===== config.mk =====
export PLATFORM = sky130hd
export DESIGN_NAME = pmc_cell
export DESIGN_NICKNAME = d
export VERILOG_FILES = /design/src/pmc_pkg.sv /design/src/pmc_cell.sv
export SDC_FILE = /design/constraint.sdc
export NUM_CORES = 1
export LEC_CHECK = 0
export ABC_AREA = 1
export BUFFER_PORTS_ARGS = -buffer_cell sky130_fd_sc_hd__buf_2
export CAP_MARGIN = 5
export CORE_AREA = 5 5 165 167
export CTS_BUF_LIST = sky130_fd_sc_hd__clkbuf_16
export CTS_CLUSTER_DIAMETER = 120
export DETAILED_ROUTE_END_ITERATION = 16
export DIE_AREA = 0 0 170 172
export PLACE_DENSITY = 0.77
export SETUP_SLACK_MARGIN = 0.1
export SLEW_MARGIN = 5
export SYNTH_ARGS = -nofsm -noshare
export SYNTH_HDL_FRONTEND = slang
export SYNTH_SLANG_ARGS = --single-unit

===== constraint.sdc =====
create_clock -name clk_i -period 5.3 [get_ports clk_i]
set_input_delay 0.795 -clock clk_i [delete_from_list [all_inputs] [get_ports clk_i]]
set_output_delay 0.795 -clock clk_i [all_outputs]
set_load 0.005 [all_outputs]

===== src/pmc_pkg.sv =====
`timescale 1ns / 1ps

package pmc_pkg;

  localparam int MAX_DEGREE_DEF = 6;
  localparam int COEF_WIDTH_DEF = 16;

  // register map: coefficient registers 0..6, then the degree register
  localparam int NUM_COEF_REGS = 7;
  localparam int CFG_IDX_W     = 3;
  localparam int DEG_REG_W     = 3;
  localparam logic [CFG_IDX_W-1:0] REG_DEGREE = 3'd7;

  typedef struct packed {
    logic load;      // capture a new product
    logic step;      // advance the accumulator
    logic use_prod;  // add the product, otherwise shift only
    logic clear;     // load zero into the accumulator
  } cell_ctrl_t;

endpackage


===== src/pmc_cell.sv =====
`timescale 1ns / 1ps

module pmc_cell import pmc_pkg::*; #(
  parameter int COEF_WIDTH = COEF_WIDTH_DEF,
  parameter int ACC_W      = 2 * COEF_WIDTH + 2
) (
  input  logic                         clk_i,
  input  logic                         rst_ni,
  input  cell_ctrl_t                   ctrl_i,
  input  logic signed [COEF_WIDTH-1:0] coef_i,
  input  logic signed [COEF_WIDTH-1:0] x_i,
  input  logic signed [ACC_W-1:0]      sum_i,
  output logic signed [ACC_W-1:0]      acc_o
);

  localparam int PROD_W = 2 * COEF_WIDTH;

  logic signed [PROD_W-1:0] prod_q;
  logic signed [PROD_W-1:0] prod_d;
  logic signed [ACC_W-1:0]  acc_q;
  logic signed [ACC_W-1:0]  acc_d;

  assign prod_d = coef_i * x_i;

  always_ff @(posedge clk_i) begin
    if (ctrl_i.load) begin
      prod_q <= prod_d;
    end
  end

  always_comb begin
    if (ctrl_i.clear) begin
      acc_d = '0;
    end else if (ctrl_i.use_prod) begin
      acc_d = ACC_W'(prod_q) + sum_i;
    end else begin
      acc_d = sum_i;
    end
  end

  always_ff @(posedge clk_i or negedge rst_ni) begin
    if (!rst_ni) begin
      acc_q <= '0;
    end else if (ctrl_i.step) begin
      acc_q <= acc_d;
    end
  end

  assign acc_o = acc_q;

endmodule


**After elaboration in Yosys (flattened, before gate mapping)**

Cells that the tools add are included.

- Muxes and demuxes: 2
- Add/sub/neg operators: 1
- $mul: 1

Operator list:

| kind | count |
|---|---|
| 2-to-1 mux 34 bit | 2 |
| adder 32 x 34 -> 34 bit | 1 |
| multiplier 16 x 16 -> 32 bit | 1 |

- Register bits: 66
- Logic and storage cells: 6
- Bits of input ports: 72
- Output and inout port bits: 34

**Logic depth before layout (Yosys ltp)**

Gate-level depths: netlist (run 1).

- Word-level depth: 3
- Mapped depth: 29
- Depth with buffers taken out: 27

**Least setup slack after synthesis (run 1)**

OpenSTA, ideal clock, no wires.

- Path kind: input -> register
- Start point: in x_i[5]
- End point: reg prod_q[31], data pin
- Buffers on the path: 2
- Arrival time: 5,841 ps
- Required time: 5,042 ps
- Cell stages on the path: 19
- Setup time: 258 ps
- Path slack: -799 ps
- Cells stage by stage: clkbuf_1 > clkbuf_1 > nand2_1 > fa_1 > inv_1 > fa_1 > fa_1 > fa_1 > fa_1 > inv_1 > fa_1 > inv_1 > ha_1 > nand2_1 > o21ai_0 > a21oi_1 > or2_2 > nand4_1 > nand2_1

- Word-level cells in the longest chain between the ends: 1

RTL lines:

| element | RTL line | RTL |
|---|---|---|
| from (decl) | pmc_cell.sv:11 | `input logic signed [COEF_WIDTH-1:0] x_i,` |
| multiplier 16 x 16 -> 32 bit | pmc_cell.sv:23 | `assign prod_d = coef_i * x_i;` |
| named net prod_d[31] | pmc_cell.sv:19 | `logic signed [PROD_W-1:0] prod_d;` |
| to (signal assigned) | pmc_cell.sv:27 | `prod_q <= prod_d;` |
| to (decl) | pmc_cell.sv:18 | `logic signed [PROD_W-1:0] prod_q;` |

The timed path passes the listed nets, and every way through them passes these cells.
A chain may end at the register's enable or synchronous reset.

**Final worst setup path (run 1)**

- Start point: in coef_i[15]
- End point: reg prod_q[29], data pin

- Word-level cells in the longest chain between the ends: 1

RTL lines:

| element | RTL line | RTL |
|---|---|---|
| from (decl) | pmc_cell.sv:10 | `input logic signed [COEF_WIDTH-1:0] coef_i,` |
| multiplier 16 x 16 -> 32 bit | pmc_cell.sv:23 |  |
| named net prod_d[29] | pmc_cell.sv:19 |  |

The timed path passes the listed nets, and every way through them passes these cells.

==> summary by stage, run 1 <==
Outcome
The flow ran to the end, but the final reports show violations. The final reports fail on negative setup slack.

Floorplan
The overall die area is 29200 µm². The die is 170 µm wide. The chip height is 172 µm.

The number of placed I/O pins is 106. The standard cell core area is 25600 µm². The number of cell rows is 59. The effective utilization at floorplan is 58.6%.

Cells and area
The total area of multi-input combinational cells is 12200 µm². In the layout the commonest cells are 447 x inv_1, 444 x nand2_1, 245 x fa_1. The area added between synthesis and finish is 28.3%. The antenna diode count is 0.

For this run, the share of the core covered by cells in the final layout is 75.2%. The most common cell after layout, fill and taps aside is inv_1. The final layout contains 2659 nets.

After routing the design area is 19300 µm². The non-filler instance count after layout is 2549. Registers take 1810 µm².

The fraction of layout instances using a drive strength above 1 is 26.6%. The fill cell instance count of the final layout is 1771.

Critical path
The critical path is of the input pin to register type. The data required time of the worst path is 5.39 ns. STA classifies the critical path startpoint as an input pin. In this run the worst path has a maximum fanout of 8. The data arrival time of the critical path is 5.79 ns. STA classifies the critical path endpoint as a register.

Global route
The total overflow reported by the global router is 0. The pin count of the biggest net entering global routing is 53. The via count of the first global-routing pass came to 14072. The initial antenna violation count was 0. The first global-routing pass estimated 66400 µm of wire. The global router's overall resource usage is 28.1%.

STA
Once routing completed, OpenROAD measured the worst setup slack at -0.408 ns. The routed design could run at a clock period as short as 5.71 ns. The clock arrives with 0.0116 ns of skew. The normalized max-slew margin is 22.9%. Of the available clock period, the critical path in the final layout requires 108%. Setup repair after global routing could not meet its margin everywhere. The number of endpoints with negative hold slack in the final report came to 0.

Setup violations remaining at the end of the flow were counted as 17. The final max-slew violation count is 0. The top achievable clock speed is 175 MHz. For the pin with the worst max-slew slack, the measured transition is 1.15 ns.

Yosys
In this run the mean area of a mapped cell was 7.67 µm². The sequential element share of the synthesized area is 12.1%. The net count of the mapped netlist is 2408. The fraction of registers with async set or reset after synthesis is 51.5%. Yosys mapped a number of flops with a built-in enable equal to 32.

For this run, the leading register cell type out of synthesis is dfrtp_1. In the synthesized netlist, the number of instances is 1958. During synthesis, Yosys emitted a total of 0 warnings.

The flop and latch count out of synthesis is 66. After synthesis, the netlist uses 45 different library cells. The mapped cell area is 15000 µm².

Placement
After detailed placement, the total cell area comes to 17400 µm². Port buffering added 105 buffers. Counting tap cells, the placed design contains a total of 2494 instances.

The post-place setup slack is -0.780 ns. At the end of routability-driven placement, the weighted congestion stood at 0.936. The detailed placer's ending HPWL is 33100 µm.

Clock network
The clock latency at the later pin of the worst-skew pair is 0.33 ns. The number of clock buffers inserted by TritonCTS is 9. Counting along the longest clock path gives a buffer depth of 2.

TritonCTS built the clock tree. The count of H-tree levels built during CTS is 3. The cell chosen for the clock root is clkbuf_16. The number of hold buffers added after cts is 0. After clock tree synthesis, the clock-pin slew on the worst setup and hold paths is 0.06 ns. The number of clock sinks is 66.

Route
The routed design has 42000 µm of wire. The count of nets left with antenna violations once routing finished came out at 0. The per-cell via count in the routed design is 5.27.

The first detailed-routing pass took 8 iterations. The violation count after the first detailed-routing iteration is 849. The number of design rule violations left after detail routing is 0.

The mean routed wirelength per cell is 16.5 µm. The routed layout has 13430 vias.

Hold path
The path type of the worst min-delay path is register to register.

Flow run
Max-cap violations in this run came to 0.
==> sequential cells by signal, indices dropped and copies added (netlist names) <==
register and flops:
prod_q 32, acc_o 34
==> final timing paths <==
kind,from,to,slack (ns),depth (start not counted)
worst max-delay path,coef_i[15],prod_q[29]$_DFFE_PP_,-0.41,23
worst min-delay path,acc_o[28]$_DFFE_PN0P_,acc_o[28]$_DFFE_PN0P_,0.47,2
worst max register to register,prod_q[0]$_DFFE_PP_,acc_o[30]$_DFFE_PN0P_,2.69,13
worst min register to register,acc_o[28]$_DFFE_PN0P_,acc_o[28]$_DFFE_PN0P_,0.47,2
max in group asynchronous,rst_ni,acc_o[18]$_DFFE_PN0P_,4.27,1
min in group asynchronous,rst_ni,acc_o[2]$_DFFE_PN0P_,0.54,1
==> layout make-up <==
class / count / area share (%)
Multi-Input combinational cell: 1320 / 63.3
Timing Repair Buffer: 311 / 13.5
Inverter: 501 / 9.87
Sequential cell: 66 / 9.41
Tap cell: 335 / 2.18
Clock buffer: 9 / 1.17
Clock inverter: 7 / 0.572
==> layer usage <==
metal | up-vias | GRT usage, % | share of wire [%]
met1 | 6503 | 34.1 | 39
met5 | - | 0 | 0
li1 | 6265 | - | -
met4 | 0 | 11.3 | 4.7
met2 | 500 | 50.8 | 51
met3 | 162 | 3.57 | 5.8
==> worst max-delay path: stages <==
cell,delay (ns)
buf_12,0.13
nand2_4,0.06
inv_2,0.04
fa_2,0.63
buf_6,0.11
fa_1,0.45
fa_2,0.60
fa_2,0.46
fa_1,0.53
inv_2,0.04
fa_1,0.51
inv_2,0.05
ha_4,0.29
nand2_4,0.08
nor2_4,0.14
and2_4,0.16
nand4_1,0.12
nand3_2,0.13
nand2_1,0.08
o211ai_1,0.12
nand2_1,0.10
nand3_1,0.09
nand2_1,0.05
==> cell families after synthesis <==
family	after synthesis	synth area share (%)
AOI/OAI and AO/OA	172	6.75
xor gates and xnor gates	50	2.92
adders and majority gates	378	44.6
buffers and inverters	572	14.4
DFF	66	12.1
and+or+nand+nor	720	19.3
==> synthesized netlist by cell type, types with 2 or more instances <==
master,number,area (µm²)
inv_1,499,1870
nand2_1,497,1870
fa_1,263,5270
nor2_1,127,477
ha_1,115,1440
clkbuf_1,67,251
o21ai_0,59,295
a21oi_1,58,290
nand3_1,47,235
xor2_1,36,315
dfrtp_1,34,851
edfxtp_1,32,961
xnor2_1,14,123
nor3_1,12,60.1
o21ai_1,11,55.1
nand2_2,10,62.6
a21o_1,9,67.6
o21bai_1,9,67.6
nand4_1,8,50.1
a21oi_2,5,43.8
nor2_2,5,31.3
or2_2,5,31.3
o211ai_1,4,30.0
o21a_1,4,30.0
nand3_2,3,30.0
a211oi_1,2,15.0
a221oi_1,2,17.5
buf_1,2,7.51
clkinv_1,2,7.51
nor2_4,2,22.5
==> through the flow <==
step                hold slack (ns)  TNS (ns)
floorplan                     0.472     -3.38
global placement              0.457    -11.26
detailed placement            0.460    -12.81
CTS                           0.474     -2.41
global route                  0.486     -6.64
finish                        0.472     -4.53
==> timing repair <==
| item | CTS | global route |
|---|---|---|
| pin swaps | 79 | 133 |
| gates resized for setup | 157 | 174 |
| setup endpoints to repair | 22 | 21 |
| gates cloned | 1 | 1 |
| setup buffers | 21 | 22 |
Power of run 1 is not shown: default switching activity piles up to over one toggle a cycle in this logic, so the estimate is an artifact.
==> run 2, diff against run 1 <==
Clock period 5.3 ns to 7.08 ns, I/O delays scaled along.
==> summary by stage, run 2 (synthesis gave the netlist of run 1 again) <==
Global route
The total overflow reported by the global router is 0 (unchanged). The initial antenna violation count was 0 (unchanged). The global router's overall resource usage is 26.3% (-1.7 points).

The pin count of the biggest net entering global routing is 53 (unchanged). The global-route wire length before repair is 62500 µm (-5.9%). The via count of the first global-routing pass came to 13182 (-6.3%).

Clock network
The number of hold buffers added after cts is 0 (unchanged). The number of clock sinks was 66 (unchanged). The number of post-CTS setup repair buffers was 0 (-100%).

The tree is rooted in a clkbuf_16. The number of clock buffers inserted by TritonCTS is 9 (unchanged). TritonCTS built the clock tree. The register clock-pin slew on the reported worst setup and hold paths is 0.05 ns (about the same). The count of H-tree levels built during CTS is 3 (unchanged). The clock latency at the later pin of the worst-skew pair is 0.33 ns (about the same).

The maximum count of clock buffers along a single path is 2 (unchanged). The number of cells upsized or downsized after cts was 0 (-100%).

Cells and area
The flip-flop count of the largest register, all copies and words added is 34 (unchanged). The top cell types in the final layout, fill and taps aside, are 501 x inv_1, 497 x nand2_1, 263 x fa_1. The antenna diode count is 0 (unchanged). The fill cell instance count of the final layout is 2296 (+30%). The area taken by flip-flops and latches is 1810 µm² (unchanged). The most common cell after layout, fill and taps aside is inv_1. The total area of multi-input combinational cells is 11100 µm² (-9.4%). The fraction of layout instances using a drive strength above 1 came to 7.75% (-19 points). The net count reported at finish is 2457 (-7.6%). The area added between synthesis and finish is 6.52%.

Floorplan
The overall die area is 29200 µm² (unchanged). The chip height is 172 µm (unchanged). The standard cell core area is 25600 µm² (unchanged).

The effective utilization at floorplan is 58.6% (unchanged). The number of cell rows came to 59 (unchanged). The width of the chip is 170 µm (unchanged).

The number of placed I/O pins was 106 (unchanged).

Flow run
The max-capacitance violation count is 0 (unchanged).

STA
The number of endpoints with negative hold slack in the final report is 0 (unchanged). The worst path needs 6.55 ns of the cycle, external delays included. The final setup skew is 0.0100 ns (-0.00159 ns). Based on the critical path, the design can be clocked at up to 153 MHz. The final max-slew violation count is 0 (unchanged). The total negative slack for setup checks is 0 ns (+4.53 ns). The transition time at the pin with the least slew margin was 1.19 ns (+0.0349 ns). The final clock period utilization by the worst path is 92.5%. The number of endpoints failing setup at the final stage was 0 (-17). Setup repair after global routing left no endpoint under its margin. The normalized max-slew margin is 20.6% (-2.3 points).

Route
The vias after detailed routing is 12265 (-8.7%). The first-pass iteration count of the detailed router was 6 (-2). The number of nets still failing antenna checks after routing was 0 (unchanged).

The per-cell via count in the routed design is 5.23 (-0.81%). The number of design rule violations left after detail routing is 0 (unchanged). The mean routed wirelength per cell came to 15.6 µm (-5.2%). The violation count after the first detailed-routing iteration is 829 (-2.4%). The wire length reported by the detailed router is 36600 µm (-13%).

Placement
The placer's final routability congestion estimate is 0.926 (-1.1%). The quantity of I/O buffers inserted on ports is 105 (unchanged). The detailed placer's ending HPWL is 31500 µm (-4.9%).

Hold path
The worst hold path belongs to the class register to register. The hold-critical path depth is 2 (unchanged). The worst hold path endpoint is acc_o[11]$_DFFE_PN0P_. The beginning of the worst hold path is acc_o[11]$_DFFE_PN0P_.

Critical path
The type of element launching the critical path is an input pin. In this design, the critical path's most frequently occurring cell is fa_1. The data arrival time of the critical path came to 6.63 ns (+0.84 ns). Traced cell by cell, the critical path runs through buf_2, nand2_1, inv_1, fa_1, fa_1, fa_1, fa_1, fa_1, fa_1, ha_1, nand2_1, nor3_1, nor3b_1, nand3_1, nand3_1, nand2_1. The worst stage delay on the critical path came to 0.87 ns (+0.24 ns). The classification of the worst setup path is input pin to register. The register-to-register setup slack came to 4.41 ns (+1.72 ns). The number of cell instances on the worst register-to-register path is 13 (unchanged). The sort of element at the end of the critical path is a register. The largest fanout of any net on the critical path is 16 (+8). The reg-to-reg endpoint is acc_o[30]$_DFFE_PN0P_. The worst register-to-register path begins at prod_q[0]$_DFFE_PP_. The data required time of the worst path was 7.17 ns (+1.78 ns). The cell type of the slowest stage on the worst timing path is fa_1. The launch point of the worst path is x_i[1].

Outcome
The flow ran to the end, and the final reports show no timing, DRC or antenna violations.
[run 2: cell type report]
class | count | area share [%]
clock inverter | 7 | 0.336
timing repair buffer | 109 | 3.47
multi-input combinational | 1320 | 69.1
inverter | 501 | 11.8
tap | 335 | 2.62
sequential | 66 | 11.3
clock buffer | 9 | 1.41
[run 2: metal layers]
layer	global-route usage (%)	vias up	wire [µm]
li1	-	5858	-
met1	33.5	5926	14900
met2	47.2	382	18400
met3	2.67	99	2150
met4	9.13	0	1190
met5	0	-	0
[run 2: through the flow]
step	utilization (%)	setup WS [ns]	hold slack [ns]	std cells	cell area [µm²]
2_1_floorplan	-	0.714	0.472	1958	15000
3_3_place_gp	61.4	0.210	0.457	2331	15700
3_5_place_dp	61.4	0.172	0.463	2331	15700
4_1_cts	62.4	0.526	0.478	2347	16000
5_1_grt	62.4	0.177	0.493	2347	16000
6_report	62.4	0.533	0.473	2347	16000
[run 2: worst max-delay path by stage]
stage / depth (start not counted) / slack [ns] / endpoint
after floorplan: 19 / 0.71 / prod_q[31]$_DFFE_PP_
after global placement: 16 / 0.21 / prod_q[30]$_DFFE_PP_
after detailed placement: 16 / 0.17 / prod_q[30]$_DFFE_PP_
after CTS: 16 / 0.53 / prod_q[30]$_DFFE_PP_
after global routing: 16 / 0.18 / prod_q[30]$_DFFE_PP_
final: 16 / 0.53 / prod_q[30]$_DFFE_PP_
[run 2: worst max-delay path: cells and delay by family]
kind | cells | cell delay (ns)
adders and majority gates | 7 | 3.77
buffers and inverters | 2 | 0.45
and+or+nand+nor | 7 | 1.31
Power of run 2 is left out for the same reason.
==> run 3, diff against run 2 <==
Settings changed: BUFFER_PORTS_ARGS -buffer_cell sky130_fd_sc_hd__buf_2 to -buffer_cell sky130_fd_sc_hd__buf_4, PLACE_DENSITY 0.77 to 0.83.
==> summary by stage, run 3 (synthesis gave the netlist of run 1 again) <==
Critical path
The sort of element at the end of the critical path is a register. The largest fanout of any net on the critical path is 16 (unchanged). The launching point of the worst reg2reg path is prod_q[0]$_DFFE_PP_.

STA classifies the critical path startpoint as an input pin. The data arrival time of the critical path is 6.46 ns (-0.17 ns). The worst setup path is of the input pin to register kind.

The data required time of the worst path is 7.17 ns (about the same). The number of cell instances on the worst register-to-register path is 15 (+2). The register-to-register setup slack is 4.47 ns (+0.06 ns).

The endpoint identified for the worst register-to-register timing path is acc_o[28]$_DFFE_PN0P_.

Clock network
The number of clock sinks is 66 (unchanged). The number of cells upsized or downsized after cts is 0 (unchanged). The cell chosen for the clock root is clkbuf_16.

The number of hold buffers added after cts was 0 (unchanged). The count of H-tree levels built during CTS was 3 (unchanged). The register clock-pin slew on the reported worst setup and hold paths was 0.06 ns (about the same). The TritonCTS clock tree is yes. The number of post-CTS setup repair buffers is 0 (unchanged). The maximum count of clock buffers along a single path is 2 (unchanged). The clock latency at the later pin of the worst-skew pair came to 0.34 ns (about the same).

The number of clock buffers inserted by TritonCTS is 9 (unchanged).

Route
The mean routed wirelength per cell was 15.8 µm (+1.5%). The wire length reported by the detailed router is 37200 µm (+1.4%). The violation count after the first detailed-routing iteration is 874 (+5.4%). The number of design rule violations left after detail routing is 0 (unchanged). The first-pass iteration count of the detailed router was 5 (-1).

The number of nets still failing antenna checks after routing is 0 (unchanged). The vias after detailed routing is 12479 (+1.7%). The per-cell via count in the routed design is 5.32 (+1.8%).

Flow run
The max-capacitance violation count came to 0 (unchanged).

Hold path
The startpoint identified for the worst hold timing path is acc_o[29]$_DFFE_PN0P_. The worst hold path endpoint is acc_o[29]$_DFFE_PN0P_. In this run the worst hold path is classified as register to register.

The hold-critical path depth is 2 (unchanged).

STA
The final setup skew is 0.00832 ns (-0.00172 ns). The final max-slew violation count is 0 (unchanged). The transition time at the pin with the least slew margin is 1.12 ns (-0.0676 ns). The total negative slack for setup checks is 0 ns (unchanged). The minimum clock period is 6.37 ns (-0.182 ns).

The number of endpoints failing setup at the final stage is 0 (unchanged). The final clock period utilization by the worst path came to 89.9% (-2.6 points). Setup repair after global routing left no endpoint under its margin.

The normalized max-slew margin is 25.1% (+4.5 points). The number of endpoints with negative hold slack in the final report is 0 (unchanged). The top achievable clock speed was 157 MHz (+2.9%). The worst hold slack was 0.481 ns (+0.00737 ns).

Global route
The global router's overall resource usage is 26.4% (+0.046 points). The global-route wire length before repair is 62700 µm (+0.33%). The via count of the first global-routing pass is 13212 (+0.23%). The total overflow reported by the global router is 0 (unchanged). The pin count of the biggest net entering global routing is 53 (unchanged). The initial antenna violation count was 0 (unchanged).

Floorplan
The overall die area is 29200 µm² (unchanged). The standard cell core area is 25600 µm² (unchanged). The chip height is 172 µm (unchanged). The number of cell rows was 59 (unchanged). The number of placed I/O pins is 106 (unchanged). The width of the chip is 170 µm (unchanged). The effective utilization at floorplan is 58.6% (unchanged).

Placement
The quantity of I/O buffers inserted on ports is 105 (unchanged). The detailed placer's ending HPWL came to 32000 µm (+1.4%). The placer's final routability congestion estimate is 1.00 (+8.3%).

Cells and area
The most common cell after layout, fill and taps aside is inv_1. The flip-flop count of the largest register, all copies and words added is 34 (unchanged). The fraction of layout instances using a drive strength above 1 is 7.81% (+0.057 points). Relative to the synthesized area, the layout overhead comes to 8.21%.

The top cell types in the final layout, fill and taps aside, are 499 x inv_1, 497 x nand2_1, 263 x fa_1. The antenna diode count came to 0 (unchanged). The net count reported at finish is 2455 (-0.081%).

Outcome
The run finished with clean final reports.
run 3: cell count changes in the layout (fill, tap and decap cells not counted), sizes merged:
cell      before  now
buf          109  107
inv          501  499
clkinv         6    7
clkinvlp       0    1
run 3: layout make-up:
cell class / count / area, µm²
multi-input cells: 1320 / 11100
fillers: 2175 / 9370
inverters: 501 / 1880
flip-flops and latches: 66 / 1810
repair buffers: 107 / 803
well taps: 335 / 419
clock buffers: 9 / 225
clock inverters: 7 / 60.1
run 3: worst max path at each step:
| stage | slack (ns) | endpoint | startpoint | cells after the start |
|---|---|---|---|---|
| 6_report | 0.71 | prod_q[29]$_DFFE_PP_ | x_i[1] | 22 |
| 4_1_cts | 0.74 | prod_q[29]$_DFFE_PP_ | x_i[1] | 22 |
| 5_1_grt | 0.39 | prod_q[29]$_DFFE_PP_ | x_i[1] | 22 |
| 3_3_place_gp | 0.52 | prod_q[29]$_DFFE_PP_ | x_i[1] | 22 |
| 2_1_floorplan | 0.71 | prod_q[31]$_DFFE_PP_ | x_i[5] | 19 |
| 3_5_place_dp | 0.40 | prod_q[29]$_DFFE_PP_ | x_i[1] | 22 |
run 3: stage by stage:
stage	cell area (µm²)	util [%]	cells	setup slack (ns)
detailed placement	16000	62.3	2329	0.401
CTS	16300	63.4	2345	0.737
global placement	16000	62.3	2329	0.520
finish	16300	63.4	2345	0.714
floorplan	15000	-	1958	0.714
global route	16300	63.4	2345	0.394
run 3: worst max-delay path: stages:
cell	delay, ns
buf_4	0.18
nand2_1	0.13
inv_1	0.10
fa_1	0.78
fa_1	0.52
fa_1	0.44
fa_1	0.51
fa_1	0.54
inv_1	0.05
fa_1	0.47
inv_1	0.04
ha_1	0.39
nand2_1	0.12
nor2_1	0.15
and2_1	0.18
nand4_1	0.12
nand3_1	0.16
nand2_1	0.06
o211ai_1	0.14
nand2_1	0.15
nand3_1	0.09
nand2_1	0.05
run 3: metal layers:
metal  global-route usage (%)  part of all wire (%)  vias up
li1                         -                     -     5864
met1                     33.6                    40     6056
met2                     47.6                    51      483
met3                     3.22                   7.3       76
met4                     7.67                   2.5        0
met5                        0                     0        -
Power of run 3 is left out for the same reason.
